==> src/hdl/feistel_block_cipher_64_macros.svh <==
// Assertion macros shared by the cipher RTL.
`ifndef FEISTEL_BLOCK_CIPHER_64_MACROS_SVH
`define FEISTEL_BLOCK_CIPHER_64_MACROS_SVH

`ifndef ASSERT_OFF

// Checked on every clock edge while reset is low.
`define FBC_ASSERT(label, clk, rst, prop, msg) \
  label: assert property (@(posedge clk) disable iff (rst) prop) else $error(msg);

// Checked on every clock edge, reset included.
`define FBC_ASSERT_ALWAYS(label, clk, prop, msg) \
  label: assert property (@(posedge clk) prop) else $error(msg);

`else

`define FBC_ASSERT(label, clk, rst, prop, msg)
`define FBC_ASSERT_ALWAYS(label, clk, prop, msg)

`endif

`endif

==> src/hdl/fbc_pkg.sv <==
// Shared constants and rotate helpers for the Feistel block cipher.
package fbc_pkg;

  localparam int BLOCK_W        = 64;
  localparam int HALF_W         = 32;
  localparam int KEY_W          = 64;
  localparam int ROUNDS_DEFAULT = 8;
  localparam int MIX_ROTL       = 9;
  localparam int KEY_ROTR       = 11;
  localparam int KEY_STEP       = 3;

  function automatic logic [HALF_W-1:0] rotl32(input logic [HALF_W-1:0] v, input int n);
    int s;
    s = n % HALF_W;
    return (v << s) | (v >> (HALF_W - s));
  endfunction

  function automatic logic [HALF_W-1:0] rotr32(input logic [HALF_W-1:0] v, input int n);
    int s;
    s = n % HALF_W;
    return (v >> s) | (v << (HALF_W - s));
  endfunction

  function automatic logic [KEY_W-1:0] rotr64(input logic [KEY_W-1:0] v, input int n);
    int s;
    s = n % KEY_W;
    return (v >> s) | (v << (KEY_W - s));
  endfunction

endpackage

==> src/hdl/fbc_round.sv <==
// One Feistel round: mixing function and half swap.
module fbc_round #(
  parameter bit LAST_ROUND = 1'b0
) (
  input  logic [fbc_pkg::HALF_W-1:0] left_in,
  input  logic [fbc_pkg::HALF_W-1:0] right_in,
  input  logic [fbc_pkg::HALF_W-1:0] subkey,
  output logic [fbc_pkg::HALF_W-1:0] left_out,
  output logic [fbc_pkg::HALF_W-1:0] right_out
);

  logic [fbc_pkg::HALF_W-1:0] mix;
  logic [fbc_pkg::HALF_W-1:0] t;

  assign mix = fbc_pkg::rotl32(left_in, fbc_pkg::MIX_ROTL)
             ^ ~fbc_pkg::rotr32(subkey, fbc_pkg::KEY_ROTR)
             ^ left_in;
  assign t = right_in ^ mix;

  // The final round keeps the left half in place instead of swapping.
  generate
    if (LAST_ROUND) begin : g_last
      assign left_out  = left_in;
      assign right_out = t;
    end else begin : g_mid
      assign left_out  = t;
      assign right_out = left_in;
    end
  endgenerate

endmodule

==> src/hdl/feistel_block_cipher_64.sv <==
// Top level of the 64-bit Feistel block cipher.
// This block enciphers (action = 0) or deciphers (action = 1) one 64-bit block per beat with a
// Feistel network of ROUNDS rounds (8 by default); the upper half of a block is the left part.
// Round i uses the low 32 bits of secret_key rotated right by 3*i bits, and decryption walks
// the same subkeys in reverse order, so it undoes encryption. An accepted beat is captured in
// an input register, all rounds are evaluated in one pass of XOR and fixed-rotate logic, and
// the result lands in an output register. out_valid rises when the beat moves from the input
// register into the output register, which it does once that register is free, and the
// block sustains one beat per clock as long as out_ready keeps up. The
// round logic depth grows linearly with ROUNDS and sets the clock period. The key is loaded
// through cfg_wr_en / cfg_wr_data, takes effect on the next cycle, and must only be changed
// while no beat is in flight. The key resets to zero.
`include "feistel_block_cipher_64_macros.svh"

module feistel_block_cipher_64 #(
  parameter int ROUNDS = fbc_pkg::ROUNDS_DEFAULT
) (
  input  logic                        clk,
  input  logic                        rst,
  // Key load.
  input  logic                        cfg_wr_en,
  input  logic [fbc_pkg::KEY_W-1:0]   cfg_wr_data,
  // Input channel.
  input  logic                        in_valid,
  output logic                        in_ready,
  input  logic                        action,
  input  logic [fbc_pkg::BLOCK_W-1:0] data_block,
  // Output channel.
  output logic                        out_valid,
  input  logic                        out_ready,
  output logic [fbc_pkg::BLOCK_W-1:0] result_block
);

  localparam int HW = fbc_pkg::HALF_W;

  // Master key register, the only configuration state.
  logic [fbc_pkg::KEY_W-1:0] secret_key;

  always_ff @(posedge clk) begin
    if (rst) begin
      secret_key <= '0;
    end else if (cfg_wr_en) begin
      secret_key <= cfg_wr_data;
    end
  end

  // Input register. The valid bit is control state; the payload needs no reset.
  logic                        s1_valid;
  logic                        s1_action;
  logic [fbc_pkg::BLOCK_W-1:0] s1_data;
  logic                        s1_advance;
  logic                        out_free;

  // The output register can take a new beat when it is empty or being drained this cycle.
  assign out_free   = !out_valid || out_ready;
  assign s1_advance = s1_valid && out_free;
  assign in_ready   = !s1_valid || out_free;

  always_ff @(posedge clk) begin
    if (rst) begin
      s1_valid <= 1'b0;
    end else if (in_ready) begin
      s1_valid <= in_valid;
    end
  end

  always_ff @(posedge clk) begin
    if (in_valid && in_ready) begin
      s1_action <= action;
      s1_data   <= data_block;
    end
  end

  // Subkeys are pure wiring of the key: a fixed rotate and a slice per round.
  logic [HW-1:0] round_key [ROUNDS];

  genvar g;
  generate
    for (g = 0; g < ROUNDS; g++) begin : g_key
      localparam int KEY_ROT = (g * fbc_pkg::KEY_STEP) % fbc_pkg::KEY_W;
      logic [fbc_pkg::KEY_W-1:0] rotated;
      assign rotated      = fbc_pkg::rotr64(secret_key, KEY_ROT);
      assign round_key[g] = rotated[HW-1:0];
    end
  endgenerate

  // Round chain. Each stage of the chain picks its subkey from either end of the key
  // schedule depending on the direction of the beat held in the input register.
  logic [HW-1:0] l_chain [ROUNDS+1];
  logic [HW-1:0] r_chain [ROUNDS+1];

  assign l_chain[0] = s1_data[fbc_pkg::BLOCK_W-1:HW];
  assign r_chain[0] = s1_data[HW-1:0];

  generate
    for (g = 0; g < ROUNDS; g++) begin : g_round
      logic [HW-1:0] subkey;
      assign subkey = s1_action ? round_key[ROUNDS-1-g] : round_key[g];

      fbc_round #(
        .LAST_ROUND(g == ROUNDS - 1)
      ) u_round (
        .left_in  (l_chain[g]),
        .right_in (r_chain[g]),
        .subkey   (subkey),
        .left_out (l_chain[g+1]),
        .right_out(r_chain[g+1])
      );
    end
  endgenerate

  logic [fbc_pkg::BLOCK_W-1:0] cipher_out;
  assign cipher_out = {l_chain[ROUNDS], r_chain[ROUNDS]};

  // Output register.
  always_ff @(posedge clk) begin
    if (rst) begin
      out_valid <= 1'b0;
    end else if (out_free) begin
      out_valid <= s1_valid;
    end
  end

  always_ff @(posedge clk) begin
    if (s1_advance) begin
      result_block <= cipher_out;
    end
  end

  // A beat held in the input register while the output is blocked must not be disturbed.
  `FBC_ASSERT(a_s1_hold, clk, rst,
              s1_valid && !out_free |=> s1_valid && $stable(s1_data) && $stable(s1_action),
              "input register changed while stalled")
  // Every accepted beat is captured in the input register.
  `FBC_ASSERT(a_s1_capture, clk, rst,
              in_valid && in_ready |=> s1_valid && s1_data == $past(data_block),
              "accepted beat not captured")
  // A beat moving forward shows up at the output with the value computed from it.
  `FBC_ASSERT(a_out_load, clk, rst,
              s1_advance |=> out_valid && result_block == $past(cipher_out),
              "result register not loaded")
  // A key write takes effect on the following cycle.
  `FBC_ASSERT(a_key_load, clk, rst,
              cfg_wr_en |=> secret_key == $past(cfg_wr_data),
              "key write lost")
  // Nothing is valid right after reset.
  `FBC_ASSERT_ALWAYS(a_reset_empty, clk,
                     $past(rst) |-> !s1_valid && !out_valid,
                     "pipeline not empty after reset")

endmodule

==> config.mk <==
export PLATFORM = sky130hd
export DESIGN_NAME = feistel_block_cipher_64
export DESIGN_NICKNAME = d
export VERILOG_FILES = /design/src/hdl/fbc_pkg.sv /design/src/hdl/fbc_round.sv /design/src/hdl/feistel_block_cipher_64.sv
export VERILOG_INCLUDE_DIRS = /design/src /design/src/hdl
export SDC_FILE = /design/constraint.sdc
export NUM_CORES = 1
export LEC_CHECK = 0
export ABC_AREA = 1
export BUFFER_PORTS_ARGS = -buffer_cell sky130_fd_sc_hd__clkbuf_2
export CORE_MARGIN = 10
export CORE_UTILIZATION = 50
export CTS_CLUSTER_SIZE = 20
export DETAILED_ROUTE_END_ITERATION = 8
export GPL_TIMING_DRIVEN = 0
export PLACE_DENSITY = 0.8
export SKIP_LAST_GASP = 1
export SYNTH_ARGS = -nofsm -noshare
export SYNTH_HDL_FRONTEND = slang
export SYNTH_SLANG_ARGS = --single-unit
==> constraint.sdc <==
create_clock -name clk -period 7.45 [get_ports clk]
set_input_delay 0.3725 -clock clk [delete_from_list [all_inputs] [get_ports clk]]
set_output_delay 0.3725 -clock clk [all_outputs]
set_load 0.05 [all_outputs]
Yosys cells after proc, flatten, opt, wreduce, memory -nomap -nowiden:

Index checks and enable logic that the tools add are counted.
Widths: inputs -> output; s select.

* multiplexer cells: 8
* bitwise logic cells: 55
* reductions and logical operators: 6

Operators by type and width (number)
* $xor 32x32->32: 24
* $mux 32: 8
* $not 32->32: 8
* $or 21x32->32: 8
* $or 32x9->32: 8
* $or 32x1->32 const B: 7
* $logic_and 1x1->1: 2
* $logic_not 1->1: 2
* $logic_or 1x1->1: 2

* register bits after elaboration: 184
* input port bits: 134
* output and inout port bits: 66
* logic and storage cells: 75

Logic depth before layout (Yosys ltp):

Gate-level depths: netlist (run 1).

* depth after elaboration: 35
* gate-level depth with buffers: 37
* depth with buffers taken out: 35

Hierarchy:

Synthesis (run 1) repeated with hierarchy kept, for this count alone.

* cell total of the unflattened synthesis: 4319
* area total of the unflattened synthesis: 21767.1 sq um

By module, submodules not included
* fbc_round: times used 8, cells each 448, area each 1801.7 sq um, seq. area each 0.0 sq um
* feistel_block_cipher_64: times used 1, cells each 735, area each 7353.3 sq um, seq. area each 4974.8 sq um

Worst setup path after synthesis (run 1):

No wires, ideal clock.

* path kind: register to register
* start: register out_valid
* end: register result_block[0] in the netlist's numbering, enable pin
* setup time: 0.507 ns
* arrival: 3.703 ns
* data required time: 6.943 ns
* setup slack: 3.241 ns
* stages on the path, launching flop included: 2
* path buffers: 0
* period minus slack after synthesis: 4.209 ns
* cells stage by stage: dfxtp_1 > a21oi_1

* word-level cells in the longest chain between the ends: 3

RTL lines
* start: declaration: RTL line feistel_block_cipher_64.sv:29 `output logic out_valid,`
* start signal: assignment: RTL line feistel_block_cipher_64.sv:120 `out_valid <= s1_valid;`
* $logic_not 1->1: RTL line feistel_block_cipher_64.sv:55 `assign out_free = !out_valid || out_ready;`
* $logic_or 1x1->1: RTL line feistel_block_cipher_64.sv:55
* $logic_and 1x1->1: RTL line feistel_block_cipher_64.sv:56 `assign s1_advance = s1_valid && out_free;`
* net s1_advance: RTL line feistel_block_cipher_64.sv:51 `logic s1_advance;`
* end signal: assignment: RTL line feistel_block_cipher_64.sv:126 `result_block <= cipher_out;`
* end: declaration: RTL line feistel_block_cipher_64.sv:31 `output logic [fbc_pkg::BLOCK_W-1:0] result_block`

The timed path passes the listed nets, and every way through them passes these cells.
A chain may end at the register's enable or synchronous reset.

Worst setup path in the final report (run 1):

* start: register s1_action
* end: register result_block[24] in the netlist's numbering, data pin

* word-level cells in the longest chain between the ends: 34
* elaborated cells between the ends (all ways): 55
* those cells by class: mux (8); bitwise (47)

RTL lines
* start: declaration: RTL line feistel_block_cipher_64.sv:49 `logic s1_action;`
* start signal: assignment: RTL line feistel_block_cipher_64.sv:69 `s1_action <= action;`
* $mux 32: RTL line feistel_block_cipher_64.sv:98 `assign subkey = s1_action ? round_key[ROUNDS-1-g] : round_key[g];`
* $or 21x32->32: RTL line fbc_pkg.sv:21 `return (v >> s) | (v << (HALF_W - s));`
* $not 32->32: RTL line fbc_round.sv:16 `^ ~fbc_pkg::rotr32(subkey, fbc_pkg::KEY_ROTR)`
* $xor 32x32->32: RTL line fbc_round.sv:16
* $xor 32x32->32: RTL line fbc_round.sv:17 `^ left_in;`
* $xor 32x32->32: RTL line fbc_round.sv:18 `assign t = right_in ^ mix;`
* $or 32x9->32: RTL line fbc_pkg.sv:15 `return (v << s) | (v >> (HALF_W - s));`
* $xor 32x32->32: RTL line fbc_round.sv:16
* [19 not listed]
* $xor 32x32->32: RTL line fbc_round.sv:16
* $xor 32x32->32: RTL line fbc_round.sv:17
* $xor 32x32->32: RTL line fbc_round.sv:18
* $or 32x9->32: RTL line fbc_pkg.sv:15
* $xor 32x32->32: RTL line fbc_round.sv:16
* $xor 32x32->32: RTL line fbc_round.sv:17
* $xor 32x32->32 (*): RTL line fbc_round.sv:18
* net cipher_out, one bit: RTL line feistel_block_cipher_64.sv:112 `logic [fbc_pkg::BLOCK_W-1:0] cipher_out;`

The timed path passes the listed nets; every way through them passes the cells marked *.

==> results of run 1 <==
==> state kept, by name, indices dropped and copies added, names as in the netlist <==
name           flops
s1_action          1
result_block      64
g_key.rotated     53
s1_valid           1
s1_data           64
out_valid          1
==> logic make-up (layout without fill, tap and decap cells) <==
logic type | Yosys count | after routing | share of synthesized area
AO/OA/AOI/OAI | 107 | 107 | 0.0341
XOR/XNOR | 211 | 211 | 0.102
buffers and inverters | 515 | 736 | 0.108
flip-flops | 184 | 184 | 0.265
AND/OR/NAND/NOR | 2149 | 2149 | 0.491
==> metal layers <==
layer / GRT usage / vias up / wire length [um] / part of all wire
li1: - / 10307 / - / -
met1: 0.394 / 8845 / 28600 / 0.43
met2: 0.447 / 1000 / 28400 / 0.42
met3: 0.0615 / 138 / 7420 / 0.11
met4: 0.128 / 0 / 2870 / 0.043
met5: 0 / - / 0 / 0
==> cell type report <==
class	instances	area, um2
plain buffers	31	195
clock buffers	18	439
clock inverters	14	130
fillers	3739	15900
inverters	484	1820
multi-input cells	2467	11800
flip-flops and latches	184	4970
well taps	468	586
repair buffers	189	991
==> path summary, 6_finish.rpt <==
check | depth (start not counted) | start | end | slack, ps
max | 26 | s1_action | result_block[24] | 2490
min | 1 | data_block[37] | s1_data[37] | 60
max reg2reg | 26 | s1_action | result_block[24] | 2490
min reg2reg | 2 | g_key[0].rotated[38] | g_key[0].rotated[38] | 490
==> worst max-delay path: cells and delay by family (launching register included) <==
family	cells	cell delay (ps)
buf+inv	6	800
flops	1	380
simple gates	17	2420
xor+xnor	3	1100
==> layout by cell type, fill, tap and decap left out, types with 6 or more instances in the layout <==
master     instances
nor2_2            11
nand2_1         1338
clkbuf_2         187
o21ai_1            8
edfxtp_1         129
nand3_1          434
nand2_2           50
inv_2             39
a211oi_1          36
clkbuf_16         17
nand4_1           14
nand3b_1          76
inv_1            444
xnor2_1           74
a21oi_1           28
xor2_1           129
nor2_1           205
clkbuf_1          18
o21ai_0           29
dfxtp_1           55
buf_6              6
==> per-stage QoR <==
stage | hold WS, ps | power, mW | instances | cell area (um2) | setup slack [ps]
floorplan | 448 | 8.93 | 3166 | 18800 | 3240
global placement | 464 | 10.8 | 3820 | 20300 | 1890
detailed placement | 476 | 10.9 | 3823 | 20300 | 2630
CTS | 57.2 | 11.8 | 3855 | 20900 | 2620
global route | 63.2 | 13.1 | 3855 | 20900 | 2330
finish | 60.2 | 11.9 | 3855 | 20900 | 2490
==> power by group through the flow <==
stage	clock (mW)	sequential [mW]	combinational, mW
finish	0.920	1.81	9.15
global route	0.964	1.83	10.3
CTS	0.925	1.81	9.08
detailed placement	0	1.83	9.06
global placement	0	1.83	8.92
floorplan	0	2.48	6.45
==> summary.md, run 1 <==
| Metric | Value |
|---|---|
| Mapped Avg Cell Area | `5.93 um2` |
| TritonCTS clock tree | `built` |
| Largest vdd supply drop | `0.235 mV` |
| Required time at the worst-slack endpoint | `7670 ps` |
| Net switching fraction of the power | `0.580` |
| Number of enable flip-flop cells after synthesis | `129` |
| Starting density of the core | `0.510` |
| Longest Clk Path Bufs | `2` |
| Worst hold path type | `input pin to register` |
| Post-Route WL | `67.3 mm` |
| Sequential Power Share | `0.152` |
| CTS sink count | `184` |
| Clock slew seen by the registers of the worst setup and hold paths | `90 ps` |
| Count of nets after finishing | `3508` |
| Critical path's slowest cell | `xor2_1` |
| Library cell with the highest instance count after synthesis | `nand2_1` |
| Cell area power density | `568 mW/mm2` |
| Final ANT Viol Nets | `0` |
| Hold Violations, Final | `0` |
| Share of async-settable or async-resettable flops after synthesis | `0` |
| Post-synthesis instance total | `3166` |
| Flops & latches, synth | `184` |
| Library cell with the largest summed area after synthesis | `nand2_1` |
| Port Buffer Count | `186` |
| Routed length per placed instance | `17.5 um` |
| Internal power of the cells | `4.99 mW` |
| Highest Clock Rate | `0.202 GHz` |
| Count of routing violations after the opening detailed-route iteration | `2309` |
| Number of antenna repair diodes | `0` |
| Cell row count | `70` |
| Die Outline Area | `0.0457 mm2` |
| Leak | `11.9 nW` |
| Largest stage delay, worst path | `480 ps` |
| Number of placed I/O pins | `200` |
| Max-capacitance violation count | `0` |
| Number of CTS-inserted buffers | `17` |
| Hold buffer count at cts | `0` |
| Sum of net half-perimeters after detailed placement | `57.0 mm` |
| Initial antenna violation count | `0` |
| Core region area | `0.0368 mm2` |
| Number of vias per cell after detailed routing | `5.26` |
| First-pass GRT wire length | `101 mm` |
| Finished Core Util | `0.569` |
| Number of max-slew violations in the final report | `0` |
| Post-route clock period utilization | `0.666` |
| Die boundary width | `214 um` |
| Clk_skew | `19.4 ps` |
| Critical path startpoint category | `register` |
| Register area share after synthesis | `0.265` |
| Total global-route track usage | `0.293` |
| Slew at the pin closest to its max-slew limit | `1090 ps` |
| Run status | `completed` |
| Power share of the clock group | `0.077` |
| CP endpoint kind | `register` |
| Worst-case headroom to the max-slew limit | `0.266` |
| Net switching power of the design | `6.88 mW` |
| Post-synth design cell area | `0.0188 mm2` |
| Length of the first detailed-routing pass in iterations | `8` |
| Vias after detailed routing | `20290` |
| Comb pwr share | `0.770` |
| Post-synthesis net count | `3300` |
| Aggregate global routing overflow | `0` |
| Clock root buffer | `clkbuf_16` |
| Share of Yosys cell area claimed by the top area cell type | `0.268` |
| Die Y-Extent | `214 um` |
| Weighted congestion at the end of routability-driven global placement | `1.07` |
| Dominant cells by area after synthesis | `nand2_1 (27%), edfxtp_1 (21%), nand3_1 (12%)` |
| Post-route minimum period | `4960 ps` |
| DRC violation count after routing | `0` |
| Total Negative Setup Slacks | `0 ps` |
| Count of warnings emitted by yosys | `0` |
| Most frequent cells after synthesis | `nand2_1 (1338), inv_1 (445), nand3_1 (434), nor2_1 (205)` |
| Data arrival time at the worst-slack endpoint | `5180 ps` |
| CP max FO | `10` |
| Post-CTS Repair Setup Buffers | `0` |
| PostCTS Resize Cnt | `0` |
| Via count of the first global-routing pass | `17924` |
| WS Path Type | `register to register` |
| Maximum number of pins on one net before global-route repair | `45` |
| Cell variety after synth | `41` |
| Clock insertion delay at the later pin of the skew report | `480 ps` |
| Setup repair after global routing missed its margin | `false` |
| Critical path's most frequent cell | `nand2_1` |
| Clock H-tree levels | `4` |
| Prevailing post-synth register cell | `edfxtp_1` |
| Setup violation total in the final timing report | `0` |
| P&R area growth vs syn | `11.5%` |
| Share of layout cells above drive strength 1 | `0.105` |
Note: power is estimated with default switching activity, not from simulation.
==> run 2, diff against run 1 <==
--- a/config.mk
+++ b/config.mk
@@ -6,7 +6,7 @@
 export SDC_FILE = /design/constraint.sdc
 export NUM_CORES = 1
 export LEC_CHECK = 0
-export ABC_AREA = 1
+export ABC_AREA = 0
 export BUFFER_PORTS_ARGS = -buffer_cell sky130_fd_sc_hd__clkbuf_2
 export CORE_MARGIN = 10
 export CORE_UTILIZATION = 50
==> constraint.sdc (replaced) <==
create_clock -name clk -period 4.7 [get_ports clk]
set_input_delay 0.235 -clock clk [delete_from_list [all_inputs] [get_ports clk]]
set_output_delay 0.235 -clock clk [all_outputs]
set_load 0.05 [all_outputs]
==> run 2 against run 1 <==
The run now ends with negative hold slack, negative setup slack left. Worst setup slack lost 2500 ps. Hold slack worse by 61 ps. Count of clock-buffer cells in the layout is the same. Critical path depth fell by 11. Global-route usage fell by 0.31 points. Routed wire length shrank 15%. Utilization is 3.0 points higher. Synthesized cell count shrank 60%.
==> summary.md, run 2 <==
| Metric | Value |
|---|---|
| Total Negative Setup Slacks | `-6.34 ps (-6.34 ps)` |
| Clock root buffer | `clkbuf_16` |
| Post-synth design cell area | `0.0160 mm2 (-15%)` |
| Clk_skew | `22.8 ps (+3.43 ps)` |
| Share of layout cells above drive strength 1 | `0.203 (+0.0973)` |
| Finished Core Util | `0.598 (+0.0297)` |
| Die Outline Area | `0.0396 mm2 (-13%)` |
| Slew at the pin closest to its max-slew limit | `1350 ps (+264 ps)` |
| Share of async-settable or async-resettable flops after synthesis | `0 (unchanged)` |
| Dominant cells by area after synthesis | `edfxtp_1 (24%), xnor2_1 (18%), xnor3_1 (17%)` |
| Count of warnings emitted by yosys | `0 (unchanged)` |
| DRC violation count after routing | `0 (unchanged)` |
| Starting density of the core | `0.508 (-0.00231)` |
| Longest Clk Path Bufs | `2 (unchanged)` |
| Mapped Avg Cell Area | `12.5 um2 (+110%)` |
| CP max FO | `10 (unchanged)` |
| Setup repair after global routing missed its margin | `false` |
| Required time at the worst-slack endpoint | `4910 ps (-2760 ps)` |
| Post-route clock period utilization | `1.00 (+0.336)` |
| Vias after detailed routing | `11055 (-46%)` |
| Total global-route track usage | `0.290 (-0.00306)` |
| Post-CTS Repair Setup Buffers | `0 (unchanged)` |
| Post-synthesis instance total | `1282 (-60%)` |
| Cell row count | `65 (-7.1%)` |
| Most frequent cells after synthesis | `xnor2_1 (324), mux2i_1 (165), edfxtp_1 (129), xnor3_1 (121), xor2_1 (110)` |
| Post-route minimum period | `4710 ps (-253 ps)` |
| Worst Hold Slack | `-0.439 ps (-60.7 ps)` |
| P&R area growth vs syn | `17.9%` |
| Core region area | `0.0316 mm2 (-14%)` |
| Count of routing violations after the opening detailed-route iteration | `946 (-59%)` |
| Run status | `finished with violations` |
| Count of nets after finishing | `1700 (-52%)` |
| Number of CTS-inserted buffers | `17 (unchanged)` |
| Die boundary width | `199 um (-6.9%)` |
| Critical path's most frequent cell | `buf_6` |
| CTS sink count | `184 (unchanged)` |
| Routed length per placed instance | `28.8 um (+65%)` |
| Die Y-Extent | `199 um (-6.9%)` |
| Cell variety after synth | `32 (-22%)` |
| Flop-to-flop setup slack | `-6 ps (-2500 ps)` |
| Clock insertion delay at the later pin of the skew report | `480 ps (about the same)` |
| Worst hold path type | `input pin to register` |
| Number of antenna repair diodes | `0 (unchanged)` |
| Largest stage delay, worst path | `460 ps (-20 ps)` |
| Data arrival time at the worst-slack endpoint | `4920 ps (-260 ps)` |
| Number of enable flip-flop cells after synthesis | `129 (unchanged)` |
| Prevailing post-synth register cell | `edfxtp_1` |
| Weighted congestion at the end of routability-driven global placement | `0.979 (-8.8%)` |
| Max-capacitance violation count | `0 (unchanged)` |
| Flops & latches, synth | `184 (unchanged)` |
| Via count of the first global-routing pass | `11570 (-35%)` |
| Hold Violations, Final | `1 (+1)` |
| Leading cell type in the layout, fill and taps excluded | `xnor2_1` |
| Initial antenna violation count | `0 (unchanged)` |
| Post-Route WL | `57.1 mm (-15%)` |
| WS Path Type | `register to register` |
| Post-synthesis net count | `1416 (-57%)` |
| Number of placed I/O pins | `200 (unchanged)` |
| Setup violation total in the final timing report | `1 (+1)` |
| Final ANT Viol Nets | `0 (unchanged)` |
| CP endpoint kind | `register` |
| Highest Clock Rate | `0.212 GHz (+5.4%)` |
| Worst-case headroom to the max-slew limit | `0.0977 (-0.168)` |
| Clock H-tree levels | `4 (unchanged)` |
| Length of the first detailed-routing pass in iterations | `5 (-3)` |
| Worst Setup Slack, final | `-6.34 ps (-2500 ps)` |
| Critical path startpoint category | `register` |
| TritonCTS clock tree | `built` |
| Port Buffer Count | `186 (unchanged)` |
| Library cell with the highest instance count after synthesis | `xnor2_1` |
| Register area share after synthesis | `0.311 (+0.0454)` |
| Sum of net half-perimeters after detailed placement | `43.7 mm (-23%)` |
| Aggregate global routing overflow | `0 (unchanged)` |
| Critical path's slowest cell | `buf_2` |
| Number of max-slew violations in the final report | `0 (unchanged)` |
| Number of vias per cell after detailed routing | `5.58 (+6.0%)` |
| Clock slew seen by the registers of the worst setup and hold paths | `80 ps (about the same)` |
| Cells along the critical path | `buf_6 > buf_8 > buf_6 > buf_6 > buf_6 > buf_6 > buf_2 > buf_2 > buf_4 > buf_4 > buf_2 > clkbuf_2 > a21oi_1 > xor2_2 > xnor2_1` |
| Maximum number of pins on one net before global-route repair | `66 (+47%)` |
| Most frequent cells in the layout | `xnor2_1 (323), clkbuf_2 (190), mux2i_1 (165), edfxtp_1 (129), xnor3_1 (121)` |
| Share of Yosys cell area claimed by the top area cell type | `0.242 (-0.0259)` |
| Violations in the final reports | `negative hold slack, negative setup slack` |
| Library cell with the largest summed area after synthesis | `edfxtp_1` |
| First-pass GRT wire length | `81.2 mm (-20%)` |
[run 2: cell types whose count changed in the layout (fill, tap and decap cells not counted), sizes merged, moves of 34 or more]
cell / delta
nor2: -153
nand2: -1384
a21oi: +67
buf: +37
dlygate4sd3: +77
nand3b: -77
a211oi: -36
inv: -483
xnor3: +128
o21ai: -34
mux2i: +168
xnor2: +282
nand3: -439
[run 2: final cells by class]
class | count | area, um2
sequential | 184 | 4970
fill | 2582 | 12700
timing repair buffer | 265 | 1740
clock buffer | 18 | 429
clock inverter | 14 | 158
tap | 402 | 503
multi-input combinational | 1004 | 10500
inverter | 3 | 13.8
buffer | 91 | 510
[run 2: path summary, 6_finish.rpt]
check	startpoint	end	depth (start not counted)
max	s1_action	result_block[24]	15
min	in_valid	s1_valid	3
max reg2reg	s1_action	result_block[24]	15
min reg2reg	s1_valid	out_valid	2
[run 2: cell families after synthesis]
logic type | synth area share
xor+xnor | 0.482
flops | 0.311
mux | 0.111
compound gates | 0.0331
buf+inv | 0.0325
simple gates | 0.0312
[run 2: through the flow]
stage,setup WS (ps),area (um2),cells
global route,31.5,18900,1981
detailed placement,-252,17500,1872
CTS,36.8,18900,1981
finish,-6.34,18900,1981
global placement,-660,17500,1870
floorplan,642,16000,1282
[run 2: worst max-delay path, delay by kind of cell, from the launching register on]
family / cells / cell delay [ps]
XOR/XNOR: 2 / 420
AO/OA/AOI/OAI: 1 / 170
buffers and inverters: 12 / 3440
flip-flops: 1 / 360
[run 2: what timing repair did]
action / CTS / global route
pin swaps: 0 / 0
hold buffers: 77 / 0
hold endpoints to repair: 77 / 0
endpoints found under the setup margin: 18 / 1
gates cloned: 0 / 0
resized for setup: 4 / 1
[run 2: metal layers]
layer	track usage	part of all wire
met1	0.391	0.43
met2	0.465	0.46
met3	0.0492	0.075
met4	0.0944	0.028
met5	0	0
Power of run 2 is not shown: default switching activity piles up to over one toggle a cycle in this logic, so the estimate is an artifact.
==> run 3, diff against run 2 <==
--- a/config.mk
+++ b/config.mk
@@ -8,12 +8,14 @@
 export LEC_CHECK = 0
 export ABC_AREA = 0
 export BUFFER_PORTS_ARGS = -buffer_cell sky130_fd_sc_hd__clkbuf_2
+export CORE_ASPECT_RATIO = 0.9
 export CORE_MARGIN = 10
 export CORE_UTILIZATION = 50
 export CTS_CLUSTER_SIZE = 20
 export DETAILED_ROUTE_END_ITERATION = 8
 export GPL_TIMING_DRIVEN = 0
 export PLACE_DENSITY = 0.8
+export RECOVER_POWER = 25
 export SKIP_LAST_GASP = 1
 export SYNTH_ARGS = -nofsm -noshare
 export SYNTH_HDL_FRONTEND = slang
==> run 3 against run 2 <==
The flow finishes with violations (max-capacitance violations, max-slew violations). Maximum frequency increased by 1.7%. Cell count increased by 0.86%. Global-route usage down 0.76 points. Hold slack better by 6.6 ps. Clock skew shrank 1.8 ps. Count of clock-buffer cells in the layout stayed put. Cell area is 0.14% higher. First-iteration DRC count rose by 22%. Routed wire length fell by 1.2%. Sequential cell count unchanged. Die area is essentially flat. Critical path type unchanged. Largest cell class unchanged. Highest routed layer unchanged.
==> summary.md, run 3 (same netlist as run 2, synthesis figures left out) <==
| Metric | Value |
|---|---|
| Run status | `finished with violations` |
| Violations in the final reports | `max-capacitance violations, max-slew violations` |
| Worst hold path type | `input pin to register` |
| Setup violation total in the final timing report | `0 (-1)` |
| Number of max-slew violations in the final report | `66 (+66)` |
| Clk_skew | `21.0 ps (-1.78 ps)` |
| Hold worst-path end | `g_key[0].rotated[2]` |
| Count of nets after finishing | `1703 (+0.18%)` |
| Max-capacitance violation count | `2 (+2)` |
| Number of vias per cell after detailed routing | `5.53 (-0.99%)` |
| Clock root buffer | `clkbuf_16` |
| Maximum number of pins on one net before global-route repair | `66 (unchanged)` |
| Number of CTS-inserted buffers | `17 (unchanged)` |
| Hold Violations, Final | `0 (-1)` |
| Total Negative Setup Slacks | `0 ps (+6.34 ps)` |
| Starting density of the core | `0.505 (-0.00276)` |
| Longest Clk Path Bufs | `2 (unchanged)` |
| Core region area | `0.0317 mm2 (+0.55%)` |
| Placed cell count | `1886 (+0.75%)` |
| Largest stage delay, worst path | `570 ps (+110 ps)` |
| Length of the first detailed-routing pass in iterations | `5 (unchanged)` |
| Final ANT Viol Nets | `0 (unchanged)` |
| Sum of net half-perimeters after detailed placement | `43.5 mm (-0.42%)` |
| Path depth of the worst reg2reg path | `12 (-3)` |
| Share of layout cells above drive strength 1 | `0.200 (-0.00291)` |
| P&R area growth vs syn | `18.0%` |
| Post-route clock period utilization | `0.985 (-0.0164)` |
| Number of placed I/O pins | `200 (unchanged)` |
| Cells along the critical path | `buf_6 > buf_8 > buf_12 > buf_12 > buf_6 > mux2i_1 > xnor2_1 > xnor2_1 > xor3_2 > xor2_2 > xnor2_1 > xnor3_1` |
| Hold depth | `3 (unchanged)` |
| Leading cell type in the layout, fill and taps excluded | `xnor2_1` |
| Number of antenna repair diodes | `0 (unchanged)` |
| CP max FO | `10 (unchanged)` |
| WS Path Type | `register to register` |
| Aggregate global routing overflow | `0 (unchanged)` |
| Highest Clock Rate | `0.216 GHz (+1.7%)` |
| Startpoint of the worst hold path | `cfg_wr_data[2]` |
| Critical path startpoint category | `register` |
| Clock slew seen by the registers of the worst setup and hold paths | `90 ps (about the same)` |
| Family of cells with the greatest summed delay on the critical path | `XOR/XNOR gates` |
| Clock H-tree levels | `4 (unchanged)` |
| Buffers plus inverters on the worst setup path | `5 (-7)` |
| Weighted congestion at the end of routability-driven global placement | `0.965 (-1.4%)` |
| Cell row count | `62 (-4.6%)` |
| Setup repair after global routing missed its margin | `false` |
| First-pass GRT wire length | `81.0 mm (-0.30%)` |
| Total global-route track usage | `0.283 (-0.00764)` |
| Post-Route WL | `56.4 mm (-1.2%)` |
| Post-route minimum period | `4630 ps (-77.1 ps)` |
| Most frequent cells in the layout | `xnor2_1 (324), clkbuf_2 (189), mux2i_1 (165), edfxtp_1 (129), xnor3_1 (121)` |
| Worst-case headroom to the max-slew limit | `-0.290 (-0.388)` |
| Clock insertion delay at the later pin of the skew report | `480 ps (about the same)` |
| CTS sink count | `184 (unchanged)` |
| Capturing point of the worst reg2reg path | `result_block[18]` |
| Die Outline Area | `0.0396 mm2 (about the same)` |
| Launch instance of the worst register-to-register path | `s1_action` |
| Final Instance Count excl. Fillers | `1998 (+0.86%)` |
| Routed length per placed instance | `28.2 um (-2.0%)` |
| Die Y-Extent | `190 um (-4.6%)` |
| Data arrival time at the worst-slack endpoint | `4850 ps (-70 ps)` |
| Die boundary width | `209 um (+4.9%)` |
| Flop-to-flop setup slack | `70 ps (+80 ps)` |
| Critical path's slowest cell | `xor3_2` |
| Vias after detailed routing | `11039 (-0.14%)` |
| Port Buffer Count | `186 (unchanged)` |
| Required time at the worst-slack endpoint | `4920 ps (about the same)` |
| Number of fill cells in the layout | `2596 (+0.54%)` |
| CP endpoint kind | `register` |
| Initial antenna violation count | `0 (unchanged)` |
| TritonCTS clock tree | `built` |
| Via count of the first global-routing pass | `11470 (-0.86%)` |
| Count of routing violations after the opening detailed-route iteration | `1155 (+22%)` |
| Slew at the pin closest to its max-slew limit | `1940 ps (+582 ps)` |
| Critical path's most frequent cell | `xnor2_1` |
| DRC violation count after routing | `0 (unchanged)` |
## run 3: stage by stage
step	area (um2)	hold WS (ps)	setup WS (ps)	util
detailed placement	17500	414	-74.9	0.552
floorplan	16000	334	642	-
global placement	17500	413	-604	0.551
global route	18900	12.7	5.62	0.596
CTS	18900	0.582	110	0.597
finish	18900	6.12	70.8	0.596
## run 3: worst max path at each step
stage	slack, ps	endpoint	start	depth (start not counted)
floorplan	640	result_block[0]	out_valid	2
global placement	-600	result_block[16]	out_valid	2
detailed placement	-70	result_block[3]	s1_action	14
CTS	110	result_block[27]	s1_action	15
global route	6	result_block[18]	s1_action	12
finish	70	result_block[18]	s1_action	12
## run 3: what timing repair did
action	CTS	global route
setup endpoints to repair	7	3
hold buffers	80	0
buffers inserted	0	0
endpoints found under the hold margin	80	0
gates resized for setup	2	2
## run 3: area by class of cell
cell class	count	area, um2	share of cell area
Clock inverter	14	175	0.00927
Multi-Input combinational cell	1004	10500	0.557
Clock buffer	18	439	0.0232
Sequential cell	184	4970	0.263
Timing Repair Buffer	268	1740	0.0919
Buffer	91	510	0.0270
Inverter	3	13.8	0.000728
Tap cell	416	520	0.0275
## run 3: worst register-to-register path: stages (launching register included)
cell and delay, ps:
edfxtp_1 340, buf_6 170, buf_8 220, buf_12 210
buf_12 210, buf_6 230, mux2i_1 530, xnor2_1 200
xnor2_1 430, xor3_2 570, xor2_2 180, xnor2_1 570
xnor3_1 510
## run 3: layer usage
metal | track usage | vias up | part of all wire
met5 | 0 | - | 0
met4 | 0.0879 | 0 | 0.027
met3 | 0.0636 | 67 | 0.092
met2 | 0.439 | 573 | 0.45
met1 | 0.387 | 5463 | 0.43
li1 | - | 4936 | -
Power of run 3 is left out for the same reason.
